$ cat config.mk
export PLATFORM = sky130hd
export DESIGN_NAME = frame_animation_timer_top
export DESIGN_NICKNAME = d
export VERILOG_FILES = /design/src/design/fat_pkg.sv /design/src/design/fat_dur_mem.sv /design/src/design/frame_animation_timer_top.sv
export SDC_FILE = /design/constraint.sdc
export NUM_CORES = 1
export LEC_CHECK = 0
export BUFFER_PORTS_ARGS = -buffer_cell sky130_fd_sc_hd__buf_2
export CORE_MARGIN = 8
export CORE_UTILIZATION = 60
export DETAILED_ROUTE_END_ITERATION = 12
export PLACE_DENSITY = 0.77
export SLEW_MARGIN = 20
export SYNTH_ARGS = -nofsm -noshare
export SYNTH_HDL_FRONTEND = slang
export SYNTH_SLANG_ARGS = --single-unit
$ cat constraint.sdc
create_clock -name clk -period 8.4 [get_ports clk]
set_clock_uncertainty 0.15 [all_clocks]
set_input_delay 0.84 -clock clk [delete_from_list [all_inputs] [get_ports clk]]
set_output_delay 0.84 -clock clk [all_outputs]
set_load 0.01 [all_outputs]
$ cat src/design/fat_pkg.sv
package fat_pkg;

  // Field widths fixed by the interface
  localparam int KIND_W    = 3;
  localparam int TIME_W    = 32;
  localparam int SLOT_W    = 4;
  localparam int CNT_W     = 5;
  localparam int IDX_OUT_W = 4;

  // Defaults for the top level parameters
  localparam int MAX_FRAMES_DEF  = 16;
  localparam int MAX_ADVANCE_DEF = 16;

  // Command codes
  localparam logic [KIND_W-1:0] KIND_TICK  = 3'd0;
  localparam logic [KIND_W-1:0] KIND_LOAD  = 3'd1;
  localparam logic [KIND_W-1:0] KIND_PLAY  = 3'd2;
  localparam logic [KIND_W-1:0] KIND_PAUSE = 3'd3;
  localparam logic [KIND_W-1:0] KIND_STOP  = 3'd4;

  localparam logic [TIME_W-1:0] TIME_MAX = '1;

  typedef enum logic [1:0] {
    S_IDLE,
    S_WALK,
    S_DONE
  } fat_state_t;

endpackage

$ cat src/design/fat_dur_mem.sv
module fat_dur_mem #(
  parameter int DEPTH = fat_pkg::MAX_FRAMES_DEF,
  parameter int AW    = $clog2(DEPTH)
) (
  input  logic                       clk,
  input  logic                       wr_en,
  input  logic [AW-1:0]              wr_addr,
  input  logic [fat_pkg::TIME_W-1:0] wr_data,
  input  logic [AW-1:0]              rd_addr,
  output logic [fat_pkg::TIME_W-1:0] rd_data
);
  import fat_pkg::*;

  logic [TIME_W-1:0] mem [DEPTH];
  logic [TIME_W-1:0] rd_data_r;

  // Duration table, one write and one registered read per cycle
  always_ff @(posedge clk) begin
    if (wr_en) begin
      mem[wr_addr] <= wr_data;
    end
    rd_data_r <= mem[rd_addr];
  end

  assign rd_data = rd_data_r;

endmodule

$ cat src/design/frame_animation_timer_top.sv
// A tick while playing passes from S_IDLE through S_WALK, which advances k frames
// (0 to MAX_ADVANCE), one duration table read and subtract per frame step, to S_DONE;
// every other item passes from S_IDLE straight to S_DONE, which registers the result.
// One item at a time: a new item is taken only in S_IDLE, after the result is handed off.
// Reset clears index, elapsed time, playback flags, frame count and out_valid; the
// result payload and duration table are not cleared; the table holds garbage until loaded.
module frame_animation_timer_top #(
  parameter int MAX_FRAMES  = fat_pkg::MAX_FRAMES_DEF,
  parameter int MAX_ADVANCE = fat_pkg::MAX_ADVANCE_DEF
) (
  input  logic                          clk,
  input  logic                          rst_n,
  // configuration
  input  logic                          cfg_valid,
  output logic                          cfg_ready,
  input  logic [fat_pkg::CNT_W-1:0]     cfg_frame_count,
  // input items
  input  logic                          in_valid,
  output logic                          in_ready,
  input  logic [fat_pkg::KIND_W-1:0]    in_kind,
  input  logic [fat_pkg::TIME_W-1:0]    in_delta_time,
  input  logic [fat_pkg::SLOT_W-1:0]    in_frame_slot,
  input  logic [fat_pkg::TIME_W-1:0]    in_frame_duration_in,
  input  logic                          in_loop_mode,
  // results
  output logic                          out_valid,
  input  logic                          out_ready,
  output logic [fat_pkg::IDX_OUT_W-1:0] out_frame_index,
  output logic                          out_is_playing,
  output logic                          out_is_finished
);
  import fat_pkg::*;

  localparam int AW   = $clog2(MAX_FRAMES);
  localparam int STPW = $clog2(MAX_ADVANCE + 1);

  fat_state_t         state_r, state_nxt;
  logic [CNT_W-1:0]   index_r, index_nxt;
  logic [TIME_W-1:0]  elapsed_r, elapsed_nxt;
  logic               running_r, running_nxt;
  logic               wrap_r, wrap_nxt;
  logic [STPW-1:0]    steps_r, steps_nxt;
  logic [CNT_W-1:0]   frame_count_r;

  logic                 out_valid_r, out_valid_nxt;
  logic [IDX_OUT_W-1:0] out_index_r, out_index_nxt;
  logic                 out_play_r, out_play_nxt;
  logic                 out_fin_r, out_fin_nxt;

  logic               in_xfer;
  logic [CNT_W-1:0]   n_eff;
  logic [TIME_W:0]    sum;
  logic [TIME_W-1:0]  dur;
  logic [CNT_W-1:0]   idx_inc;
  logic               wr_en;
  logic               finished;

  assign cfg_ready = 1'b1;
  assign in_ready  = (state_r == S_IDLE);
  assign in_xfer   = in_valid && in_ready;

  // Effective frame count, saturated at the table depth
  assign n_eff = (32'(frame_count_r) > MAX_FRAMES) ? CNT_W'(MAX_FRAMES) : frame_count_r;

  assign sum     = {1'b0, elapsed_r} + {1'b0, in_delta_time};
  assign idx_inc = index_r + 1'b1;
  assign wr_en   = in_xfer && (in_kind == KIND_LOAD) && (32'(in_frame_slot) < MAX_FRAMES);

  // Status from the updated state
  assign finished = !running_r &&
                    ((n_eff == '0) || ({1'b0, index_r} + 1'b1 >= {1'b0, n_eff}));

  fat_dur_mem #(
    .DEPTH (MAX_FRAMES),
    .AW    (AW)
  ) u_mem (
    .clk     (clk),
    .wr_en   (wr_en),
    .wr_addr (AW'(in_frame_slot)),
    .wr_data (in_frame_duration_in),
    .rd_addr (AW'(index_nxt)),
    .rd_data (dur)
  );

  // Configuration register
  always_ff @(posedge clk) begin
    if (!rst_n) begin
      frame_count_r <= '0;
    end else if (cfg_valid && cfg_ready) begin
      frame_count_r <= cfg_frame_count;
    end
  end

  // Control and timer state
  always_ff @(posedge clk) begin
    if (!rst_n) begin
      state_r     <= S_IDLE;
      index_r     <= '0;
      elapsed_r   <= '0;
      running_r   <= 1'b0;
      wrap_r      <= 1'b0;
      steps_r     <= '0;
      out_valid_r <= 1'b0;
    end else begin
      state_r     <= state_nxt;
      index_r     <= index_nxt;
      elapsed_r   <= elapsed_nxt;
      running_r   <= running_nxt;
      wrap_r      <= wrap_nxt;
      steps_r     <= steps_nxt;
      out_valid_r <= out_valid_nxt;
    end
  end

  // Result payload
  always_ff @(posedge clk) begin
    out_index_r <= out_index_nxt;
    out_play_r  <= out_play_nxt;
    out_fin_r   <= out_fin_nxt;
  end

  // Sequencer: command decode, frame walk, result hand-off
  always_comb begin
    state_nxt     = state_r;
    index_nxt     = index_r;
    elapsed_nxt   = elapsed_r;
    running_nxt   = running_r;
    wrap_nxt      = wrap_r;
    steps_nxt     = steps_r;
    out_valid_nxt = out_valid_r && !out_ready;
    out_index_nxt = out_index_r;
    out_play_nxt  = out_play_r;
    out_fin_nxt   = out_fin_r;

    case (state_r)
      S_IDLE: begin
        if (in_xfer) begin
          state_nxt = S_DONE;
          case (in_kind)
            KIND_TICK: begin
              if (running_r && (n_eff != '0)) begin
                elapsed_nxt = sum[TIME_W] ? TIME_MAX : sum[TIME_W-1:0];
                // index left beyond a shrunk count
                if (index_r >= n_eff) begin
                  if (wrap_r) begin
                    index_nxt = '0;
                  end else begin
                    index_nxt   = n_eff - 1'b1;
                    running_nxt = 1'b0;
                  end
                end
                steps_nxt = '0;
                state_nxt = S_WALK;
              end
            end
            KIND_LOAD: begin
              index_nxt   = '0;
              elapsed_nxt = '0;
              running_nxt = 1'b0;
            end
            KIND_PLAY: begin
              wrap_nxt    = in_loop_mode;
              running_nxt = (n_eff != '0);
            end
            KIND_PAUSE: begin
              running_nxt = 1'b0;
            end
            KIND_STOP: begin
              running_nxt = 1'b0;
              index_nxt   = '0;
              elapsed_nxt = '0;
            end
            default: begin
            end
          endcase
        end
      end

      // dur holds the duration of frame index_r
      S_WALK: begin
        if (!running_r || (32'(steps_r) >= MAX_ADVANCE) || (elapsed_r < dur)) begin
          state_nxt = S_DONE;
        end else begin
          elapsed_nxt = elapsed_r - dur;
          steps_nxt   = steps_r + 1'b1;
          if (idx_inc >= n_eff) begin
            if (wrap_r) begin
              index_nxt = '0;
            end else begin
              index_nxt   = n_eff - 1'b1;
              running_nxt = 1'b0;
            end
          end else begin
            index_nxt = idx_inc;
          end
        end
      end

      S_DONE: begin
        if (!out_valid_r || out_ready) begin
          out_valid_nxt = 1'b1;
          out_index_nxt = IDX_OUT_W'(index_r);
          out_play_nxt  = running_r;
          out_fin_nxt   = finished;
          state_nxt     = S_IDLE;
        end
      end

      default: begin
        state_nxt = S_IDLE;
      end
    endcase
  end

  assign out_valid       = out_valid_r;
  assign out_frame_index = out_index_r;
  assign out_is_playing  = out_play_r;
  assign out_is_finished = out_fin_r;

`ifndef SYNTHESIS
  // Walk never takes more frame steps than allowed
  a_steps_bound: assert property (@(posedge clk) disable iff (!rst_n)
    state_r == S_WALK |-> 32'(steps_r) <= MAX_ADVANCE)
    else $error("frame walk exceeded step limit");

  // Walk ends once playback has stopped
  a_walk_stop: assert property (@(posedge clk) disable iff (!rst_n)
    (state_r == S_WALK && !running_r) |=> state_r == S_DONE)
    else $error("frame walk continued after playback stopped");

  // After a walk the index lies within the sequence
  a_index_range: assert property (@(posedge clk) disable iff (!rst_n)
    (state_r == S_WALK && state_nxt == S_DONE) |-> index_r < n_eff)
    else $error("frame index beyond count after walk");

  // Result held in S_DONE while the output is stalled
  a_no_drop: assert property (@(posedge clk) disable iff (!rst_n)
    (state_r == S_DONE && out_valid_r && !out_ready) |=> state_r == S_DONE)
    else $error("result dropped while output stalled");
`endif

endmodule
==> run summary, run 1 <==
CLOCK TREE
-------------------------------------------------------------------------------------------------
# Post-CTS Setup Buffers                                                                        0
Clock-pin slew on the worst setup and hold paths                                          0.06 ns
Maximum clock insertion buffer count                                                            3
CTS tree                                                                                      yes
Clk_lat worst skew                                                                        0.61 ns
Clock root cell                                                                         clkbuf_16
CTS H-Tree Depth                                                                                2
Total number of clock tree sinks                                                              602
CTS-repair resized insts                                                                        0
Clock buffers created by TritonCTS                                                             58
Number of hold-repair buffers added at the cts stage                                            0

STA
-------------------------------------------------------------------------------------------------
Maximum frequency from static timing analysis                                             181 MHz
Final setup vio count                                                                           0
Minimum period implied by the final worst setup slack                                     5.53 ns
Slew Limit Fails                                                                                0
Final-layout setup total negative slack                                                      0 ns
Endpoints failing hold                                                                          0
Unrepaired setup endpoints after global routing                                                no
Final Cycle Share                                                                           65.8%
Slew headroom                                                                               23.3%
Worst Max-Slew Pin Slew                                                                   1.15 ns

SYNTHESIS
-------------------------------------------------------------------------------------------------
Top area cells in the synthesized netlist                                            edfxtp_1, mux2_2, dfxtp_1
Adder-Cell Fraction of Synth Area                                                           3.67%
Post-Synthesis Mean Instance Area                                                       14.0 um^2
Main flop type after synthesis                                                           edfxtp_1
Largest family of logic cells by synthesized area                                    compound AO/OA/AOI/OAI gates
Asr flop ratio synth                                                                           0%
Number of synthesized register bits                                                           602
Area of the mapped netlist                                                            0.0273 mm^2
EDFF count, synth                                                                             518
Area fraction of the dominant cell type after synthesis                                     56.9%
Nets in the synthesized netlist                                                              2115
Number of distinct library cell variants in the gate-level netlist after synthesis             82
Number of synthesis warnings                                                                    0
Xor/xnor share of the synthesized area                                                      1.83%
Leading cell types by count after synthesis                                          edfxtp_1, mux2_2, a21oi_1
Sequential-to-total area share from yosys stat                                              63.1%
Share of cell area taken by muxes after synthesis                                           9.57%
Synthesized-area fraction occupied by and/or/nand/nor cells                                 6.58%
Cell accounting for the most synthesized area                                            edfxtp_1
Post-Syn Instances                                                                           1954
Compound-gate portion of the synthesized area                                               12.7%
Cell with the most instances after synthesis                                             edfxtp_1

PLACE
-------------------------------------------------------------------------------------------------
Final Wtd Congestion                                                                        0.897
Total half-perimeter wirelength after legalization and detailed placement                 40.0 mm
IO Port Bufs                                                                                   89
Placement Cell Area                                                                   0.0284 mm^2

WORST SETUP PATH
-------------------------------------------------------------------------------------------------
Crit path largest cell delay                                                              1.09 ns
Critical path endpoint category                                                          register
Critical Path Fanout Max                                                                       94
WP data arrival                                                                           5.86 ns
Cell type of the slowest stage on the worst timing path                                    nor2_4
Worst reg2reg path depth                                                                       14
Worst Path Required                                                                       8.73 ns
FF-to-FF setup slack                                                                      2.87 ns
Category of the critical setup timing path                                           register to register
Sort of element at the start of the critical path                                        register
Worst-path cell chain                                                                inv_1 -> nand2_1 -> ha_1 -> or4b_1 -> nand4_1 -> nor3_1 -> a22oi_1 -> nand3_1 -> o211ai_4 -> buf_4 -> nand2_8 -> nor2_4 -> a221oi_1 -> nor4_1

DETAILED ROUTING
-------------------------------------------------------------------------------------------------
Post-route antenna net violation count                                                          0
Initial DRC count                                                                            1745
DRC errors left                                                                                 0
Vias                                                                                        17300
Post-detailed-route via-to-cell ratio                                                        6.45
Drt pass-1 iters                                                                                6
WL final                                                                                  66.5 mm
WL per Instance                                                                           24.8 um

FLOORPLAN
-------------------------------------------------------------------------------------------------
Number of primary I/O pins                                                                     91
Horiz. Die Dim                                                                             229 um
Core area                                                                             0.0452 mm^2
Starting utilization of the core area                                                       60.5%
DIE AREA                                                                              0.0526 mm^2
# rows                                                                                         78
Overall die height                                                                         229 um

PWR
-------------------------------------------------------------------------------------------------
Total power per unit cell area                                                        206 mW/mm^2
P_leak                                                                                    10.7 nW
Total chip power                                                                          6.24 mW
Maximum ir drop on the vdd rail                                                        0.000176 V

FLOW RUN
-------------------------------------------------------------------------------------------------
Number of max-cap violations                                                                    0

GLOBAL ROUTING
-------------------------------------------------------------------------------------------------
Total GRT Usage                                                                             24.4%
First-pass GRT wire length                                                                 100 mm
Total global routing overflow                                                                   0
Number of global-route vias before repair                                                   17400
Number of antenna violations at the first check in global routing                               3
Pin count of the biggest net entering global routing                                           95

HOLD PATH
-------------------------------------------------------------------------------------------------
Number of cells on the worst hold path                                                          3
Classification of the worst-slack hold path                                          input pin to register

FINAL LAYOUT
-------------------------------------------------------------------------------------------------
Total Nets Final                                                                             2196
Fraction of layout instances using a drive strength above 1                                 23.4%
Final instance area                                                                   0.0303 mm^2
Area added between synthesis and finish                                                     11.0%

STATUS
-------------------------------------------------------------------------------------------------
Run status                                                                           finished clean

kinds of logic after synthesis:
kind of cell,Yosys count
XOR/XNOR,57
buffers and inverters,148
other,1
AND/OR/NAND/NOR,319
AO/OA/AOI/OAI,515
flip-flops,602
adder cells (fa/ha/maj),79
multiplexers,233
sequential cells by signal, summed over array words and instances, names as in the netlist:
name	cells
steps_r	5
wrap_r	1
out_is_finished	1
out_is_playing	1
index_r	5
u_mem.rd_data	32
elapsed_r	32
out_valid	1
out_frame_index	4
u_mem.mem	512
running_r	1
frame_count_r	5
state_r	2
path summary, 6_finish.rpt:
| check | from | end |
|---|---|---|
| max | frame_count_r[4] | u_mem.rd_data[7] |
| min reg2reg | steps_r[1] | steps_r[1] |
| max reg2reg | frame_count_r[4] | u_mem.rd_data[7] |
| min | in_loop_mode | wrap_r |
layout make-up:
class / count / area (um^2)
diodes: 2 / 5.00
repair buffers: 118 / 663
inverters: 51 / 191
multi-input cells: 1204 / 9550
fillers: 3038 / 14900
clock buffers: 88 / 1680
well taps: 600 / 751
clock inverters: 20 / 259
flip-flops and latches: 602 / 17200
cell usage in the layout (no fill, tap or decap), types with 14 or more instances in the layout:
cell / count
edfxtp_1: 518
mux2_2: 180
a21oi_1: 123
o21ai_0: 97
buf_2: 89
dfxtp_1: 84
ha_1: 77
o22ai_1: 72
nor2_1: 69
clkbuf_16: 59
nand2_1: 58
inv_1: 51
nand3_1: 50
mux2_1: 45
o211ai_1: 41
xnor2_1: 37
a221oi_1: 34
a21o_1: 32
buf_4: 29
nor4_2: 28
o22ai_2: 26
nand2b_1: 21
xor2_1: 20
clkbuf_1: 20
nor2_4: 14
worst max-delay path, delay by kind of cell, from the launching register on:
kind | cells | cell delay [ns]
and+or+nand+nor | 8 | 3.31
AOI/OAI and AO/OA | 3 | 0.65
buffers and inverters | 2 | 0.59
DFF | 1 | 0.42
adders and majority gates | 1 | 0.21
layer usage:
metal  GRT usage (%)  wire length [um]  vias to the layer above
met5               0                 0                        -
li1                -                 -                     7804
met4            9.32              2450                        0
met2            41.2             32500                      801
met1            31.3             26600                     8562
met3            3.96              4980                      154
metrics by stage:
stage	util (%)	setup WS, ns	hold slack, ns	cells
floorplan	-	3.91	0.281	1954
global placement	62.8	3.15	0.294	2575
detailed placement	62.8	2.95	0.319	2575
CTS	67.1	2.89	0.295	2683
global route	67.1	2.54	0.308	2684
finish	67.1	2.87	0.320	2685
power breakdown:
group	leakage (nW)	internal, mW	switching, mW
clock	0.942	1.56	1.07
combinational	4.38	0.125	0.210
sequential	5.35	3.26	0.0165
total	10.7	4.94	1.30
(Power assumes the default switching activity.)
==> run 2, diff against run 1 <==
--- a/config.mk
+++ b/config.mk
@@ -7,9 +7,9 @@
 export LEC_CHECK = 0
 export BUFFER_PORTS_ARGS = -buffer_cell sky130_fd_sc_hd__buf_2
 export CORE_MARGIN = 8
-export CORE_UTILIZATION = 60
+export CORE_UTILIZATION = 56
 export DETAILED_ROUTE_END_ITERATION = 12
-export PLACE_DENSITY = 0.77
+export PLACE_DENSITY = 0.76
 export SLEW_MARGIN = 20
 export SYNTH_ARGS = -nofsm -noshare
 export SYNTH_HDL_FRONTEND = slang
==> constraint.sdc (replaced) <==
create_clock -name clk -period 4.94 [get_ports clk]
set_clock_uncertainty 0.15 [all_clocks]
set_input_delay 0.494 -clock clk [delete_from_list [all_inputs] [get_ports clk]]
set_output_delay 0.494 -clock clk [all_outputs]
set_load 0.01 [all_outputs]
==> run 2 against run 1 <==
Net effect: critical path depth unchanged; final cell count up 2.0%; sequential share of layout area down 0.78 points; setup slack worse by 2.4 ns; combinational power up 73%; cell area up 1.4%; via count up 0.53%; highest routed layer is now met5.
==> run summary, run 2 (same netlist as run 1, synthesis figures left out) <==
CLOCK TREE
----------------------------------------------------------------------------------------
Clock-pin slew on the worst setup and hold paths                                 0.06 ns
Number of hold-repair buffers added at the cts stage                                   6
CTS-repair resized insts                                                               0
Maximum clock insertion buffer count                                                   3
Clk_lat worst skew                                                               0.63 ns
Total number of clock tree sinks                                                     602
CTS H-Tree Depth                                                                       2
CTS tree                                                                             yes
# Post-CTS Setup Buffers                                                               0
Clock root cell                                                                clkbuf_16
Clock buffers created by TritonCTS                                                    60

STA
----------------------------------------------------------------------------------------
Final setup vio count                                                                  0
Maximum frequency from static timing analysis                                    223 MHz
Slew headroom                                                                      30.5%
Endpoints failing hold                                                                 0
Final Cycle Share                                                                  91.0%
Slew Limit Fails                                                                       0
Unrepaired setup endpoints after global routing                                       no
Worst Max-Slew Pin Slew                                                          1.04 ns
Final setup margin                                                              0.446 ns
Minimum period implied by the final worst setup slack                            4.49 ns
Final-layout setup total negative slack                                             0 ns

FLOORPLAN
----------------------------------------------------------------------------------------
Core area                                                                    0.0485 mm^2
Number of primary I/O pins                                                            91
# rows                                                                                81
Horiz. Die Dim                                                                    237 um
Overall die height                                                                237 um
DIE AREA                                                                     0.0561 mm^2
Starting utilization of the core area                                              56.3%

FINAL LAYOUT
----------------------------------------------------------------------------------------
Top register by number of flip-flops                                           u_mem.mem
Most common library cell in the layout ignoring fill and taps                   edfxtp_1
Total Nets Final                                                                    2224
Fraction of layout instances using a drive strength above 1                        24.5%
Area added between synthesis and finish                                            12.5%
Flip-flop count of the largest register after layout                                 512
Commonest non-fill, non-tap cells in the layout                             edfxtp_1, mux2_2, a21oi_1
Final instance area                                                          0.0308 mm^2

DETAILED ROUTING
----------------------------------------------------------------------------------------
WL final                                                                         67.2 mm
Vias                                                                               17400
Drt pass-1 iters                                                                       5
Post-route antenna net violation count                                                 0
DRC errors left                                                                        0
Initial DRC count                                                                   1809
WL per Instance                                                                  24.6 um
Post-detailed-route via-to-cell ratio                                               6.36

HOLD PATH
----------------------------------------------------------------------------------------
Classification of the worst-slack hold path                                 input pin to register

GLOBAL ROUTING
----------------------------------------------------------------------------------------
Met3 demand-to-capacity share in global routing                                    4.16%
Pin count of the biggest net entering global routing                                  62
Met2 usage in global routing                                                       39.0%
Total global routing overflow                                                          0
Total GRT Usage                                                                    23.4%
First-pass GRT wire length                                                        103 mm
Met1 global-route usage                                                            30.8%
Busiest grt layer                                                                   met2
Number of global-route vias before repair                                          17600
Number of antenna violations at the first check in global routing                      4

FLOW RUN
----------------------------------------------------------------------------------------
Number of max-cap violations                                                           0

WORST SETUP PATH
----------------------------------------------------------------------------------------
Critical path endpoint category                                                 register
WP data arrival                                                                  4.81 ns
Worst Path Required                                                              5.25 ns
Category of the critical setup timing path                                  register to register
Sort of element at the start of the critical path                               register
Critical Path Fanout Max                                                              36

PWR
----------------------------------------------------------------------------------------
Total power per unit cell area                                               352 mW/mm^2
Maximum ir drop on the vdd rail                                               0.000268 V
Total chip power                                                                 10.8 mW
P_leak                                                                           10.9 nW

PLACE
----------------------------------------------------------------------------------------
Final Wtd Congestion                                                               0.939
Place WS                                                                        0.478 ns
IO Port Bufs                                                                          89
Placement Cell Area                                                          0.0286 mm^2
Total half-perimeter wirelength after legalization and detailed placement        42.7 mm

STATUS
----------------------------------------------------------------------------------------
Run status                                                                  finished clean

==> run 2: cell count changes in the layout (fill, tap and decap cells not counted), moves of 5 or more <==
cell / before / now
clkbuf_1: 20 / 11
dlygate4sd3_1: 0 / 6
clkbuf_8: 9 / 3
buf_12: 0 / 5
clkinv_2: 7 / 13
buf_4: 29 / 44
==> run 2: final timing paths <==
check	startpoint	endpoint	slack [ns]	depth (start not counted)
worst max register to register	elapsed_r[0]	u_mem.rd_data[17]	0.45	14
worst min-delay path	out_ready	out_valid	0.04	3
worst min register to register	steps_r[1]	steps_r[1]	0.34	2
worst max-delay path	elapsed_r[0]	u_mem.rd_data[17]	0.45	14
==> run 2: layer usage <==
| metal | up-vias | wire length [um] |
|---|---|---|
| li1 | 7884 | - |
| met1 | 8643 | 27900 |
| met2 | 736 | 32200 |
| met3 | 145 | 5080 |
| met4 | 4 | 2020 |
| met5 | - | 27 |
==> run 2: layout make-up <==
class                   instances  area, um^2
fillers                      3463       17800
inverters                      51         191
repair buffers                144         936
clock inverters                39         450
clock buffers                  75        1610
multi-input cells            1204        9550
well taps                     622         778
diodes                          2        5.00
flip-flops and latches        602       17200
==> run 2: critical path: stages (launching register included) <==
cell and delay [ns]:
dfxtp_1 0.34, inv_1 0.06, ha_1 0.22, fa_1 0.39, nand2b_1 0.19, a21oi_1 0.22, o211ai_1 0.19, o21a_2 0.31
or3_4 0.45, a21boi_2 0.23, a311o_2 0.40, buf_12 0.29, mux2_1 0.35, a221oi_1 0.36, nor4_2 0.14
==> run 2: power by group <==
part           leakage (nW)  internal, mW  switching, mW  total, mW
sequential             5.35          5.54         0.0274       5.57
clock                  1.00          2.79           1.91       4.69
combinational          4.53         0.219          0.361      0.580
==> run 2: metrics by stage <==
| stage | utilization, % | instances | hold WS [ns] |
|---|---|---|---|
| 2_1_floorplan | - | 1954 | 0.281 |
| 3_3_place_gp | 59.0 | 2617 | 0.307 |
| 3_5_place_dp | 59.0 | 2617 | 0.331 |
| 4_1_cts | 63.3 | 2737 | 0.000571 |
| 5_1_grt | 63.3 | 2737 | 0.0408 |
| 6_report | 63.3 | 2739 | 0.0389 |
==> run 3, diff against run 2 <==
--- a/config.mk
+++ b/config.mk
@@ -5,11 +5,13 @@
 export SDC_FILE = /design/constraint.sdc
 export NUM_CORES = 1
 export LEC_CHECK = 0
+export ABC_AREA = 1
 export BUFFER_PORTS_ARGS = -buffer_cell sky130_fd_sc_hd__buf_2
 export CORE_MARGIN = 8
-export CORE_UTILIZATION = 56
+export CORE_UTILIZATION = 57
 export DETAILED_ROUTE_END_ITERATION = 12
-export PLACE_DENSITY = 0.76
+export GPL_ROUTABILITY_DRIVEN = 0
+export PLACE_DENSITY = 0.77
 export SLEW_MARGIN = 20
 export SYNTH_ARGS = -nofsm -noshare
 export SYNTH_HDL_FRONTEND = slang
==> run 3 against run 2 <==
Net effect: count of clock-buffer cells in the layout is 1 higher; cell area increased by 7.1%; first-iteration DRC count up 40%; largest cell class unchanged; wire length up 16%; critical path type unchanged.
==> run summary, run 3 <==
WORST SETUP PATH
-------------------------------------------------------------------------------------------------
WP data arrival                                                                           4.59 ns
Critical path endpoint category                                                          register
Sort of element at the start of the critical path                                        register
Startpoint of the lowest-slack register-to-register path                               index_r[0]
FF-to-FF setup slack                                                                      0.71 ns
Worst r2r dst                                                                        u_mem.rd_data[16]
Worst reg2reg path depth                                                                       21
Category of the critical setup timing path                                           register to register
Worst Path Required                                                                       5.30 ns
Critical Path Fanout Max                                                                      158

FLOORPLAN
-------------------------------------------------------------------------------------------------
Starting utilization of the core area                                                       57.2%
Core area                                                                             0.0522 mm^2
Number of primary I/O pins                                                                     91
Horiz. Die Dim                                                                             245 um
# rows                                                                                         84
Overall die height                                                                         245 um
DIE AREA                                                                              0.0600 mm^2

SYNTHESIS
-------------------------------------------------------------------------------------------------
Nets in the synthesized netlist                                                              3303
Cell with the most instances after synthesis                                              nand2_1
Area of the mapped netlist                                                            0.0299 mm^2
Number of synthesis warnings                                                                    0
Number of distinct library cell variants in the gate-level netlist after synthesis             50
Post-Synthesis Mean Instance Area                                                       9.51 um^2
Asr flop ratio synth                                                                           0%
Sequential-to-total area share from yosys stat                                              57.7%
Cell accounting for the most synthesized area                                            edfxtp_1
Main flop type after synthesis                                                           edfxtp_1
Number of synthesized register bits                                                           602
Top area cells in the synthesized netlist                                            edfxtp_1, nand3_1, nand2_1
Post-Syn Instances                                                                           3142
Leading cell types by count after synthesis                                          nand2_1, nand3_1, edfxtp_1
Area fraction of the dominant cell type after synthesis                                     52.0%
EDFF count, synth                                                                             518

DETAILED ROUTING
-------------------------------------------------------------------------------------------------
WL per Instance                                                                           19.8 um
Post-detailed-route via-to-cell ratio                                                        5.89
Initial DRC count                                                                            2524
Vias                                                                                        23100
Post-route antenna net violation count                                                          0
Drt pass-1 iters                                                                                8
WL final                                                                                  77.7 mm
DRC errors left                                                                                 0

STA
-------------------------------------------------------------------------------------------------
Minimum period implied by the final worst setup slack                                     4.23 ns
Slew Limit Fails                                                                                0
Worst slack on hold paths                                                               0.0326 ns
Final Cycle Share                                                                           85.6%
Unrepaired setup endpoints after global routing                                                no
Slew headroom                                                                               27.3%
Final setup margin                                                                       0.711 ns
Endpoints failing hold                                                                          0
Final setup vio count                                                                           0
Final-layout setup total negative slack                                                      0 ns
Maximum frequency from static timing analysis                                             236 MHz
Worst Max-Slew Pin Slew                                                                   1.09 ns

GLOBAL ROUTING
-------------------------------------------------------------------------------------------------
Total global routing overflow                                                                   0
Pin count of the biggest net entering global routing                                          159
First-pass GRT wire length                                                                 122 mm
Total GRT Usage                                                                             25.4%
Number of global-route vias before repair                                                   22700
Number of antenna violations at the first check in global routing                               5

FINAL LAYOUT
-------------------------------------------------------------------------------------------------
Sequential cell area                                                                  0.0172 mm^2
Commonest non-fill, non-tap cells in the layout                                      nand2_1, nand3_1, edfxtp_1
Final core area utilization                                                                 63.0%
Post-Layout Cell Count                                                                       3926
Final instance area                                                                   0.0329 mm^2
Area of the multi-input gates                                                         0.0103 mm^2
Most common library cell in the layout ignoring fill and taps                             nand2_1
Total Nets Final                                                                             3347
Area added between synthesis and finish                                                     10.1%
Fill cells                                                                                   3998
Flip-flop count of the largest register after layout                                          512
Top register by number of flip-flops                                                    u_mem.mem
Fraction of layout instances using a drive strength above 1                                 8.44%

FLOW RUN
-------------------------------------------------------------------------------------------------
Number of max-cap violations                                                                    0

STATUS
-------------------------------------------------------------------------------------------------
Run status                                                                           finished clean

CLOCK TREE
-------------------------------------------------------------------------------------------------
CTS H-Tree Depth                                                                                2
Clock-pin slew on the worst setup and hold paths                                          0.06 ns
Clock buffers created by TritonCTS                                                             57
CTS tree                                                                                      yes
Clk_lat worst skew                                                                        0.64 ns
Maximum clock insertion buffer count                                                            3
Clock root cell                                                                         clkbuf_16
Total number of clock tree sinks                                                              602

PLACE
-------------------------------------------------------------------------------------------------
Place WS                                                                                 0.807 ns
Placement Cell Area                                                                   0.0308 mm^2
Total half-perimeter wirelength after legalization and detailed placement                 46.7 mm
IO Port Bufs                                                                                   89
Placed cell count                                                                            3809

HOLD PATH
-------------------------------------------------------------------------------------------------
Hold worst-path end                                                                  frame_count_r[2]
Number of cells on the worst hold path                                                          3
Startpoint of the worst hold path                                                    cfg_frame_count[2]
Classification of the worst-slack hold path                                          input pin to register

PWR
-------------------------------------------------------------------------------------------------
Total power per unit cell area                                                        358 mW/mm^2
P_leak                                                                                    13.8 nW
Total chip power                                                                          11.8 mW
Maximum ir drop on the vdd rail                                                        0.000282 V

run 3: cell count changes in the layout (fill, tap and decap cells not counted), moves of 51 or more:
cell,before,now
inv_1,51,415
nand2_1,58,637
nand3b_1,0,132
nor2_1,69,120
nand3_1,50,564
o22ai_1,72,0
mux2_2,180,0
run 3: routing by layer:
layer  share of wire (%)  track usage (%)  vias to the layer above
li1                    -                -                    10800
met1                  39             32.3                    10800
met2                  48             42.6                     1278
met3                 9.2             4.73                      221
met4                 3.7             10.3                        4
met5               0.037                0                        -
run 3: area by class of cell:
class                           count  area share (%)
Sequential cell                   602            52.4
Tap cell                          688            2.61
Inverter                          423            4.85
Antenna cell                        3          0.0228
Clock inverter                     32            1.33
Multi-Input combinational cell   1965            31.3
Clock buffer                       76            4.76
Timing Repair Buffer              137            2.76
run 3: worst max-delay path, stage by stage, from the launching register on:
cell,delay [ns]
dfxtp_1,0.58
ha_1,0.26
nand3_1,0.10
xor2_1,0.21
inv_1,0.07
ha_1,0.32
nand2_1,0.06
inv_1,0.07
nand4_1,0.10
nand3_1,0.20
nand2_1,0.08
nand2_1,0.07
inv_1,0.04
nand4_1,0.07
nand2_1,0.11
inv_6,0.29
buf_12,0.57
nand3b_1,0.17
nand3_1,0.13
nand3_1,0.12
nand3_1,0.11
nand2_1,0.07
run 3: where the power goes:
part           switching (mW)  internal (mW)
Sequential             0.0846           5.61
Clock                    1.92           2.72
Combinational            1.01          0.460
Total                    3.02           8.78
run 3: cell families (layout without fill, tap and decap cells):
family	after synthesis	after routing	share of synthesized area, %
AO/OA/AOI/OAI	330	330	6.09
adder cells (fa/ha/maj)	79	79	3.36
other	1	4	0.0125
buffers and inverters	575	668	8.36
AND/OR/NAND/NOR	1526	1526	23.7
flip-flops	602	602	57.7
XOR/XNOR	29	29	0.850
run 3: repair_timing:
item,in CTS,in global routing
setup buffers,0,0
gates resized for setup,0,0
hold endpoints to repair,5,0
hold buffers,6,0
run 3: worst max path at each step:
stage,start,to,cells after the start
floorplan,index_r[0],u_mem.rd_data[24],22
global placement,index_r[0],u_mem.rd_data[10],22
detailed placement,index_r[0],u_mem.rd_data[7],21
CTS,index_r[0],u_mem.rd_data[1],21
global route,index_r[0],u_mem.rd_data[3],21
finish,index_r[0],u_mem.rd_data[16],21
